$ cat src/hdl/u8u16_pkg.sv
// ----------------------------------------------------------------------------
// Transcoder package
// Types and constants shared by the transcoder and its checker.
// ----------------------------------------------------------------------------
package u8u16_pkg;

	typedef logic [15:0] unit_t;
	typedef logic [20:0] code_t;

	localparam int    MAX_UNITS  = 6;
	localparam int    CNT_W      = 3;

	localparam unit_t REPL_UNIT  = 16'hFFFD;
	localparam unit_t HI_SURR    = 16'hD800;
	localparam unit_t LO_SURR    = 16'hDC00;
	localparam unit_t CR_UNIT    = 16'h000D;
	localparam unit_t LF_UNIT    = 16'h000A;
	localparam unit_t TERM_UNIT  = 16'h0000;

	localparam logic [7:0] CR_BYTE = 8'h0D;
	localparam logic [7:0] LF_BYTE = 8'h0A;

	localparam code_t MIN_CLASS1 = 21'h000080;
	localparam code_t MIN_CLASS2 = 21'h000800;
	localparam code_t MIN_CLASS3 = 21'h010000;
	localparam code_t MAX_CODE   = 21'h10FFFF;
	localparam code_t BMP_MAX    = 21'h00FFFF;
	localparam code_t SURR_LOW   = 21'h00D800;
	localparam code_t SURR_HIGH  = 21'h00DFFF;

	localparam logic [1:0] CLASS_TWO   = 2'd1;
	localparam logic [1:0] CLASS_THREE = 2'd2;
	localparam logic [1:0] CLASS_FOUR  = 2'd3;

endpackage

$ cat src/hdl/utf8_to_utf16_crlf_transcoder_top.sv
// ----------------------------------------------------------------------------
// UTF-8 to UTF-16 transcoder with CR LF newlines
// Decodes UTF-8 bytes into UTF-16 code units, turns every newline into
// CR LF, replaces bad input by U+FFFD and ends each text with a zero unit.
// ----------------------------------------------------------------------------
//  channel | direction | tdata                | tlast
//  s_*     | in        | [7:0] in_byte        | end_of_text
//  m_*     | out       | [15:0] code_unit     | final_unit
//
//  One byte enters the input register per cycle while s_tready is high;
//  the decode logic fills a unit buffer of up to six units, which drains
//  one unit per cycle while m_tready is high. A byte waits in the input
//  register until the buffer is free, then its units load into the buffer.
//  The buffer loads its next set in the cycle its last unit is taken.
//  arst_n clears the decoder state and empties both registers.
module utf8_to_utf16_crlf_transcoder_top
	import u8u16_pkg::*;
(
	input  logic        clk,
	input  logic        arst_n,
	input  logic        s_tvalid,
	output logic        s_tready,
	input  logic [7:0]  s_tdata,   // [7:0] in_byte
	input  logic        s_tlast,   // end_of_text
	output logic        m_tvalid,
	input  logic        m_tready,
	output logic [15:0] m_tdata,   // [15:0] code_unit
	output logic        m_tlast    // final_unit
);

	// input register
	logic             valid_s1;
	logic [7:0]       byte_s1;
	logic             last_s1;

	// decoder state
	code_t            pc_q;
	logic [1:0]       exp_q;
	logic [1:0]       taken_q;
	logic [1:0]       cls_q;
	logic             after_cr_q;

	// unit buffer
	unit_t            units_q [MAX_UNITS];
	logic [CNT_W-1:0] cnt_q;
	logic             term_q;

	logic             buf_free;
	logic             advance;

	assign m_tvalid = (cnt_q != '0);
	assign m_tdata  = units_q[0];
	assign m_tlast  = term_q && (cnt_q == CNT_W'(1));

	assign buf_free = (cnt_q == '0) || ((cnt_q == CNT_W'(1)) && m_tready);
	assign advance  = valid_s1 && buf_free;
	assign s_tready = !valid_s1 || buf_free;

	always_ff @(posedge clk or negedge arst_n) begin
		if (!arst_n) begin
			valid_s1 <= 1'b0;
		end else if (s_tready) begin
			valid_s1 <= s_tvalid;
		end
	end

	always_ff @(posedge clk) begin
		if (s_tready && s_tvalid) begin
			byte_s1 <= s_tdata;
			last_s1 <= s_tlast;
		end
	end

	// ------------------------------------------------------------------
	// Decode
	// ------------------------------------------------------------------
	logic             cont;
	logic             in_seq;
	code_t            cp_acc;
	logic [1:0]       taken_inc;

	code_t            min_code;
	code_t            surr_off;
	logic             fin_bad;
	logic [1:0]       fin_m;
	unit_t            fin_u0;
	unit_t            fin_u1;

	logic [1:0]       lead_m;
	unit_t            lead_u0;
	unit_t            lead_u1;
	logic [1:0]       lead_exp;
	code_t            lead_pc;

	logic [CNT_W-1:0] f_cnt;
	logic [1:0]       m_cnt;
	logic [CNT_W-1:0] g_cnt;
	unit_t            mid0;
	unit_t            mid1;
	code_t            pc_n;
	logic [1:0]       exp_n;
	logic [1:0]       taken_n;
	logic [1:0]       cls_n;
	logic             after_cr_n;

	logic [CNT_W-1:0] end_fm;
	logic [CNT_W-1:0] end_fmg;
	logic [CNT_W-1:0] total;
	unit_t            units_d [MAX_UNITS];

	assign cont      = (byte_s1[7:6] == 2'b10);
	assign in_seq    = (exp_q != 2'd0);
	assign cp_acc    = {pc_q[14:0], byte_s1[5:0]};
	assign taken_inc = taken_q + 2'd1;

	// Checks on a completed sequence
	always_comb begin
		case (cls_q)
			CLASS_TWO:   min_code = MIN_CLASS1;
			CLASS_THREE: min_code = MIN_CLASS2;
			default:     min_code = MIN_CLASS3;
		endcase
		surr_off = cp_acc - MIN_CLASS3;
		fin_bad  = (cp_acc < min_code) || (cp_acc > MAX_CODE) ||
			((cp_acc >= SURR_LOW) && (cp_acc <= SURR_HIGH));
		fin_u1   = LO_SURR + {6'd0, surr_off[9:0]};
		if (fin_bad) begin
			fin_m  = 2'd1;
			fin_u0 = REPL_UNIT;
		end else if (cp_acc <= BMP_MAX) begin
			fin_m  = 2'd1;
			fin_u0 = cp_acc[15:0];
		end else begin
			fin_m  = 2'd2;
			fin_u0 = HI_SURR + {6'd0, surr_off[19:10]};
		end
	end

	// A byte taken as a lead (or a plain ASCII byte)
	always_comb begin
		lead_m   = 2'd0;
		lead_u0  = REPL_UNIT;
		lead_u1  = LF_UNIT;
		lead_exp = 2'd0;
		lead_pc  = '0;
		if (!byte_s1[7]) begin
			if (byte_s1 == CR_BYTE) begin
				lead_m  = 2'd2;
				lead_u0 = CR_UNIT;
			end else if (byte_s1 == LF_BYTE) begin
				// An LF straight after a CR is already covered by that CR.
				lead_m  = after_cr_q ? 2'd0 : 2'd2;
				lead_u0 = CR_UNIT;
			end else begin
				lead_m  = 2'd1;
				lead_u0 = {8'd0, byte_s1};
			end
		end else if (byte_s1[7:5] == 3'b110) begin
			lead_exp = CLASS_TWO;
			lead_pc  = {16'd0, byte_s1[4:0]};
		end else if (byte_s1[7:4] == 4'b1110) begin
			lead_exp = CLASS_THREE;
			lead_pc  = {17'd0, byte_s1[3:0]};
		end else if (byte_s1[7:3] == 5'b11110) begin
			lead_exp = CLASS_FOUR;
			lead_pc  = {18'd0, byte_s1[2:0]};
		end else begin
			lead_m = 2'd1;
		end
	end

	// Units in order: broken-sequence fill, decoded units, end-of-text fill,
	// terminator.
	always_comb begin
		f_cnt   = '0;
		m_cnt   = 2'd0;
		g_cnt   = '0;
		mid0    = REPL_UNIT;
		mid1    = REPL_UNIT;
		pc_n    = pc_q;
		exp_n   = exp_q;
		taken_n = taken_q;
		cls_n   = cls_q;
		if (in_seq && cont) begin
			pc_n    = cp_acc;
			taken_n = taken_inc;
			if (taken_inc >= exp_q) begin
				m_cnt   = fin_m;
				mid0    = fin_u0;
				mid1    = fin_u1;
				pc_n    = '0;
				exp_n   = 2'd0;
				taken_n = 2'd0;
				cls_n   = 2'd0;
			end
		end else begin
			if (in_seq) begin
				f_cnt = {1'b0, taken_q} + CNT_W'(1);
			end
			m_cnt   = lead_m;
			mid0    = lead_u0;
			mid1    = lead_u1;
			pc_n    = lead_pc;
			exp_n   = lead_exp;
			taken_n = 2'd0;
			cls_n   = lead_exp;
		end
		after_cr_n = (byte_s1 == CR_BYTE);
		if (last_s1) begin
			if (exp_n != 2'd0) begin
				g_cnt = {1'b0, taken_n} + CNT_W'(1);
			end
			pc_n       = '0;
			exp_n      = 2'd0;
			taken_n    = 2'd0;
			cls_n      = 2'd0;
			after_cr_n = 1'b0;
		end
	end

	assign end_fm  = f_cnt + {1'b0, m_cnt};
	assign end_fmg = end_fm + g_cnt;
	assign total   = end_fmg + {{(CNT_W-1){1'b0}}, last_s1};

	always_comb begin
		logic [CNT_W-1:0] kk;
		logic [CNT_W-1:0] rel;
		for (int k = 0; k < MAX_UNITS; k++) begin
			kk  = CNT_W'(k);
			rel = kk - f_cnt;
			if (kk < f_cnt) begin
				units_d[k] = REPL_UNIT;
			end else if (kk < end_fm) begin
				units_d[k] = rel[0] ? mid1 : mid0;
			end else if (kk < end_fmg) begin
				units_d[k] = REPL_UNIT;
			end else begin
				units_d[k] = TERM_UNIT;
			end
		end
	end

	always_ff @(posedge clk or negedge arst_n) begin
		if (!arst_n) begin
			pc_q       <= '0;
			exp_q      <= 2'd0;
			taken_q    <= 2'd0;
			cls_q      <= 2'd0;
			after_cr_q <= 1'b0;
		end else if (advance) begin
			pc_q       <= pc_n;
			exp_q      <= exp_n;
			taken_q    <= taken_n;
			cls_q      <= cls_n;
			after_cr_q <= after_cr_n;
		end
	end

	always_ff @(posedge clk or negedge arst_n) begin
		if (!arst_n) begin
			cnt_q  <= '0;
			term_q <= 1'b0;
		end else if (advance) begin
			cnt_q  <= total;
			term_q <= last_s1;
		end else if (m_tvalid && m_tready) begin
			cnt_q <= cnt_q - CNT_W'(1);
		end
	end

	// The buffer drains from slot zero; each taken beat shifts it down.
	always_ff @(posedge clk) begin
		if (advance) begin
			for (int k = 0; k < MAX_UNITS; k++) begin
				units_q[k] <= units_d[k];
			end
		end else if (m_tvalid && m_tready) begin
			for (int k = 0; k < MAX_UNITS - 1; k++) begin
				units_q[k] <= units_q[k+1];
			end
		end
	end

endmodule

$ cat config.mk
export PLATFORM = sky130hd
export DESIGN_NAME = utf8_to_utf16_crlf_transcoder_top
export DESIGN_NICKNAME = d
export VERILOG_FILES = /design/src/hdl/u8u16_pkg.sv /design/src/hdl/utf8_to_utf16_crlf_transcoder_top.sv
export SDC_FILE = /design/constraint.sdc
export NUM_CORES = 1
export LEC_CHECK = 0
export ABC_AREA = 1
export BUFFER_PORTS_ARGS = -buffer_cell sky130_fd_sc_hd__buf_4
export CAP_MARGIN = 10
export CORE_AREA = 10 10 115 117
export CTS_BUF_LIST = sky130_fd_sc_hd__clkbuf_2
export CTS_CLUSTER_SIZE = 30
export DETAILED_ROUTE_END_ITERATION = 10
export DIE_AREA = 0 0 125 127
export PLACE_DENSITY = 0.87
export SYNTH_ARGS = -nofsm -noshare
export SYNTH_HDL_FRONTEND = slang
export SYNTH_SLANG_ARGS = --single-unit
$ cat constraint.sdc
create_clock -name clk -period 7.6 [get_ports clk]
set_clock_uncertainty 0.05 [all_clocks]
set_input_delay 0.76 -clock clk [delete_from_list [all_inputs] [get_ports clk]]
set_output_delay 0.76 -clock clk [all_outputs]
set_load 0.005 [all_outputs]
==> results of run 1 <==
==> critical path: stages (launching register included) <==
cell and delay [ps]:
dfrtp_1 490, ha_1 360, ha_1 310, nand2_1 60, nand3_1 350, inv_1 210, nand2_4 160, nand3_2 100
inv_2 140, nand4_1 130, inv_1 80, ha_1 130, inv_1 40, fa_1 510, inv_1 100, fa_1 470
nand3b_1 200, nand2_1 120, o21ai_4 70, nand2_4 120, nand2_1 120, a21oi_4 400, a21oi_1 150
==> registers in the layout, indices dropped and copies added (netlist names) <==
signal and flops:
after_cr_q 1, byte_s1 8, cls_q 2, cnt_q 3
exp_q 2, last_s1 1, pc_q 15, taken_q 2
term_q 1, units_q 96, valid_s1 1
==> layout by cell type, fill, tap and decap left out, types with 2 or more instances in the layout <==
| cell | n |
|---|---|
| nor2_4 | 3 |
| nand2_4 | 3 |
| clkinv_4 | 3 |
| clkinv_1 | 3 |
| inv_1 | 118 |
| a21oi_1 | 44 |
| o22ai_1 | 24 |
| nor2_2 | 5 |
| clkinv_2 | 2 |
| nor2_1 | 99 |
| o21ai_0 | 43 |
| nand2_1 | 140 |
| fa_1 | 2 |
| clkinvlp_4 | 3 |
| nand2_2 | 10 |
| a21oi_2 | 10 |
| buf_4 | 35 |
| o211ai_1 | 17 |
| bufinv_16 | 2 |
| o32ai_1 | 3 |
| ha_1 | 17 |
| clkbuf_2 | 20 |
| nand3b_1 | 2 |
| nand3_2 | 3 |
| xor2_1 | 2 |
| inv_2 | 10 |
| edfxtp_1 | 105 |
| nor3_1 | 8 |
| dfrtp_1 | 27 |
| nand3_1 | 58 |
| o31ai_1 | 2 |
| o21ai_4 | 3 |
| nand4_1 | 49 |
==> how the worst max path moves through the flow <==
stage | startpoint | end | cells after the start
final | taken_q[0] | units_q[0][12] | 22
after CTS | taken_q[0] | units_q[1][10] | 24
after floorplan | cnt_q[0] | cnt_q[0] | 6
after detailed placement | taken_q[0] | units_q[0][12] | 22
after global placement | taken_q[0] | units_q[0][14] | 22
after global routing | taken_q[0] | units_q[1][10] | 24
==> power by group through the flow <==
stage / Clock [mW] / Combinational [mW] / Sequential (mW)
final: 0.420 / 1.53 / 1.37
after detailed placement: 0 / 1.49 / 1.38
after floorplan: 0 / 1.09 / 1.37
after global placement: 0 / 1.42 / 1.37
after global routing: 0.457 / 1.69 / 1.39
after CTS: 0.425 / 1.50 / 1.36
==> synthesized netlist by cell type, drive strengths merged, types with 2 or more instances <==
master and instances:
nand3b 2, edfxtp 105, o31ai 2, buf 16, dfrtp 27, nand3 62
o211ai 17, clkinv 2, o21ai 47, xor2 2, o22ai 24, a21oi 55
inv 128, o32ai 3, fa 2, nand2 153, clkbuf 17, nand4 49
nor3 8, nor2 107, ha 17
==> metal layers <==
metal | vias to the layer above | wire length [µm]
met4 | 0 | 486
met1 | 2968 | 7808
met2 | 356 | 8795
met3 | 41 | 1947
met5 | - | 0
li1 | 2953 | -
==> through the flow <==
stage	hold slack (ps)	area (µm²)	worst slack [ps]	power, mW	instances
6_report	187.5	7978	2479	3.316	1028
5_1_grt	121.6	7978	2129	3.541	1028
4_1_cts	124.6	7978	2556	3.287	1028
2_1_floorplan	403.5	7445	2557	2.460	850
3_3_place_gp	429.8	7736	2870	2.790	995
3_5_place_dp	442.4	7736	2625	2.868	995
==> layout make-up <==
cell class,count,area (µm²),area share
Tap cell,143,178.9,0.02243
Inverter,130,488.0,0.06117
Sequential cell,132,3829,0.4799
Clock inverter,12,131.4,0.01647
Multi-Input combinational cell,555,2978,0.3733
Clock buffer,20,100.1,0.01255
Timing Repair Buffer,36,272.8,0.03419
==> kinds of logic after synthesis <==
group	share of synthesized area
compound gates	0.1230
xor+xnor	0.003530
fa+ha+maj	0.03395
buf+inv	0.08790
flops	0.5143
simple gates	0.2373
==> impl_metrics.ini, run 1 <==
[run_status]
outcome = completed

[floorplan]
fp.dieH_um = 127
dieArea_um2 = 15880
die_x_um = 125
ios = 32
initial_core_util = 0.6691
core_area_um2 = 11130
rows = 39

[worst_setup_path]
crit_type = flip-flop to flip-flop
r2r_setup_slack_ps = 2480
critPathRequiredTime_ps = 7990
crit_arrival_ps = 5510
r2r-start = taken_q[0]
reg2regPathDepth = 22
rr_endpoint = units_q[0][12]
worstPathMaxFanout = 15
start_kind = flip-flop
end_kind = flip-flop

[hold_path]
min-delay-start = s_tlast
holdPathEnd = last_s1
hp-class = input port to flip-flop
holdPathStages = 1

[yosys]
syn_area_um2 = 7445
synth_top_area_share = 0.4235
synth.distinct_cells = 40
dominantRegCellSynth = edfxtp_1
syn_inst = 850
synth_area_leader_cell = edfxtp_1
synth_edf_count = 105
ys_warn_count = 0
ys_ff_latch = 132
yosysSeqAreaShare = 0.5143
syn_area_per_cell_um2 = 8.758
synth.top_cells.by_area = edfxtp_1 42%, dfrtp_1 9.1%, nand2_1 7.1%
synthArstFlopShare = 0.2045
synth_nets = 882

[grt]
antenna_found_initial = 0
grt_first_pass_wirelength_um = 30690
grt_pass1_vias = 5796
top_usage_layer = met2
grtUsageTotal = 0.2396
grt_max_degree = 86
grt.met1_usage = 0.3211
use_met3 = 0.05790
use_met2 = 0.3758
grt.overflow.total = 0

[clocking]
cts_max_path_buffers = 2
cts_buffers = 17
cts.sinks = 132
ctsRootBufferMaster = clkbuf_2
clkTransAtPathRegs_ps = 190
clkLatencyLatePin_ps = 680
postCtsSetupBuffers = 0
cts_max_level = 4
cts_tree = yes
cts_resized = 0
holdBufCountCts = 1

[cells_and_area]
fin_nets = 904
final_core_util = 0.7170
diodes = 0
area_growth_pct = 7.160
drive_above_1_share = 0.1311
fillCellCount = 876

[timing]
tns_ps = 0
worstMarginPinSlew_ps = 1163
fin_crit_ps = 5121
finalMaxSlewViolations = 0
setup_viol = 0
finalHoldViolCount = 0
rsz0062_at_grt = false
timing.slew.headroom = 0.2250
finalCritPeriodShare = 0.6738
fmax_mhz = 195.3

[run]
drv_cap = 0

[pwr]
powerDensity_nw_per_um2 = 415.7
comb_power_share = 0.461
ir_drop_mv = 0.6478
clockPowerShare = 0.127
sequentialPowerShare = 0.412
p_int_mw = 1.867
switching_share = 0.4371
p_switching_mw = 1.449
p_leak_nw = 3.559

[detailed_routing]
wl_per_cell_um = 18.52
dr_total_vias = 6318
first_iter_violations = 959
vias_per_cell = 6.146
drt-pass1-iter-count = 5
antenna_left = 0
drt_wl_total_um = 19040
drc = 0

[place]
io_buffers = 31
finalWeightedCongestion = 1.011
hpwl_um = 13920
No activity file was read; power rests on OpenSTA's default activity.
==> inputs of run 2 (changes only) <==
ABC_AREA = 0   (was 1)
CORE_AREA = 10 10 121 123   (was 10 10 115 117)
DIE_AREA = 0 0 131 133   (was 0 0 125 127)
PLACE_DENSITY = 0.78   (was 0.87)
clock period = 4.1 ns   (was 7.6 ns; I/O delays follow)
==> impl_metrics.ini, run 2 <==
[clocking]
cts_max_level = 4
clkLatencyLatePin_ps = 750
clkTransAtPathRegs_ps = 210
ctsRootBufferMaster = clkbuf_2
cts_tree = yes
cts.sinks = 132
cts_buffers = 17
cts_max_path_buffers = 2

[pwr]
clockPowerShare = 0.142
p_leak_nw = 3.599
powerDensity_nw_per_um2 = 710.4
p_int_mw = 3.988
switching_share = 0.3842
sequentialPowerShare = 0.366
ir_drop_mv = 0.5538
comb_power_share = 0.492
p_switching_mw = 2.488

[worst_setup_path]
end_kind = flip-flop
rr_endpoint = units_q[4][7]
critPathRequiredTime_ps = 4510
crit_type = flip-flop to flip-flop
worstPathMaxFanout = 5
crit_arrival_ps = 5170
start_kind = flip-flop
r2r_setup_slack_ps = -650
reg2regPathDepth = 20
r2r-start = cls_q[1]

[detailed_routing]
vias_per_cell = 6.424
antenna_left = 0
wl_met2_um = 10040
dr_total_vias = 6257
met3_length_um = 2077
dr.max_layer_used = met4
wl_per_cell_um = 21.39
first_iter_violations = 1030
drc = 0
drt-pass1-iter-count = 6
drt_wl_total_um = 20830
met1Wirelength_um = 7850

[yosys]
synth_commonest_cells = 105 x edfxtp_1, 103 x nor2_1, 51 x o21ai_0
synth.distinct_cells = 71
dominantRegCellSynth = edfxtp_1
synth_nets = 685
synth.top_cells.by_area = edfxtp_1 45%, dfrtp_1 9.7%, nor2_1 5.6%
syn_area_um2 = 6963
synth_area_leader_cell = edfxtp_1
synthArstFlopShare = 0.2045
ys_warn_count = 0
syn_area_per_cell_um2 = 10.66
yosysSeqAreaShare = 0.5499
synth_top_area_share = 0.4528
synth_edf_count = 105
yosys.cell_count.top_type = edfxtp_1
syn_inst = 653
ys_ff_latch = 132

[hold_path]
hp-class = input port to async pin

[cells_and_area]
area_growth_pct = 30.91
fin_nets = 822
largest_register = units_q
largest_reg_flops = 96
final_common_cell = buf_4
fillCellCount = 833
final_cell_mix = 125 x buf_4, 105 x edfxtp_1, 100 x nor2_1
reg_top3 = units_q x96, pc_q x15, byte_s1 x8
diodes = 0
multi_input_area_um2 = 3364
final-seq-area_um2 = 3829
final_core_util = 0.7373
drive_above_1_share = 0.3367

[grt]
grt_first_pass_wirelength_um = 32120
grt_max_degree = 86
grt.overflow.total = 0
grtUsageTotal = 0.2396
grt_pass1_vias = 6122
antenna_found_initial = 0

[timing]
rsz0062_at_grt = true
finalMaxSlewViolations = 0
worst_hold_slack_ps = 49.96
worstMarginPinSlew_ps = 1090
fin_crit_ps = 4755
timing.slew.headroom = 0.2736
timing.final.ws_setup_ps = -654.6
finalHoldViolCount = 0
setup_viol = 92
fmax_mhz = 210.3
finalCritPeriodShare = 1.160

[floorplan]
rows = 41
fp.dieH_um = 133
die_x_um = 131
core_area_um2 = 12360
dieArea_um2 = 17420
ios = 32
initial_core_util = 0.5632

[place]
io_buffers = 31
finalWeightedCongestion = 0.9442
hpwl_um = 13870

[run_status]
violations = negative setup slack
outcome = finished, violations left

[run]
drv_cap = 0
[run 2: changes by cell type after synthesis, sizes merged, moves of 27 or more]
cell   delta
nand3    -53
nand2   -109
nand4    -44
o22a     +27
inv     -106
[run 2: logic make-up (layout without fill, tap and decap cells)]
kind of cell             count (synthesis)  after routing  share of synthesized area
AND/OR/NAND/NOR                        219            219                     0.1484
AO/OA/AOI/OAI                          211            211                     0.2129
flip-flops                             132            132                     0.5499
buffers and inverters                   61            210                    0.03486
adder cells (fa/ha/maj)                 19             19                    0.03630
multiplexers                             6              6                   0.009164
XOR/XNOR                                 5              5                   0.008448
[run 2: cell type report]
type                    count  area share
flip-flops and latches    132      0.4200
multi-input cells         460      0.3691
repair buffers            156      0.1476
well taps                 172     0.02361
clock inverters            12     0.01963
clock buffers              19     0.01043
inverters                  23    0.009609
[run 2: worst max path at each step]
stage | startpoint | endpoint | slack [ps] | depth (start not counted)
2_1_floorplan | cls_q[0] | units_q[4][11] | -490 | 23
3_3_place_gp | pc_q[11] | units_q[4][7] | -480 | 20
3_5_place_dp | pc_q[11] | units_q[4][7] | -620 | 20
4_1_cts | cls_q[1] | units_q[4][7] | -570 | 21
5_1_grt | pc_q[2] | units_q[4][3] | -820 | 20
6_report | cls_q[1] | units_q[4][7] | -650 | 20
[run 2: critical path: stages, from the launching register on]
cell      delay, ps
dfrtp_1         450
ha_1            330
inv_2            80
ha_4            110
or2_4           110
nor4_2           30
a21o_1          170
or3_4           380
nor2_4          120
o21ai_2          60
and3_1          210
ha_2            170
inv_2            50
fa_1            440
clkinv_2         80
fa_2            440
or2_4           300
buf_6           130
a311oi_4        380
nor2b_4         300
a211oi_1         80
[run 2: power by group through the flow]
stage / clock network [mW] / registers (mW) / logic, mW
2_1_floorplan: 0 / 2.35 / 1.53
3_3_place_gp: 0 / 2.36 / 2.47
3_5_place_dp: 0 / 2.39 / 2.55
4_1_cts: 0.918 / 2.36 / 2.92
5_1_grt: 0.974 / 2.41 / 3.42
6_report: 0.917 / 2.37 / 3.19
[run 2: routing by layer]
metal	global-route usage	vias up
met5	0	-
met4	0.1137	0
met3	0.05913	88
met2	0.3843	431
met1	0.2947	2984
li1	-	2754
[run 2: timing repair]
action | CTS | global route
endpoints found under the hold margin | 38 | 0
gates cloned | 2 | 2
gates resized for setup | 58 | 34
setup endpoints to repair | 93 | 94
pin swaps | 21 | 8
hold buffers | 12 | 0
setup buffers | 8 | 6
[run 2: stage by stage]
stage / TNS, ps / total power, mW / instances / setup WS, ps / cell area [µm²]
after CTS: -41530 / 6.192 / 967 / -567.1 / 8892
final: -45620 / 6.475 / 974 / -654.6 / 9115
after global routing: -63910 / 6.800 / 974 / -819.4 / 9115
after global placement: -37870 / 4.838 / 914 / -479.4 / 8167
after detailed placement: -50310 / 4.937 / 914 / -622.3 / 8167
after floorplan: -28680 / 3.886 / 653 / -491.2 / 7141
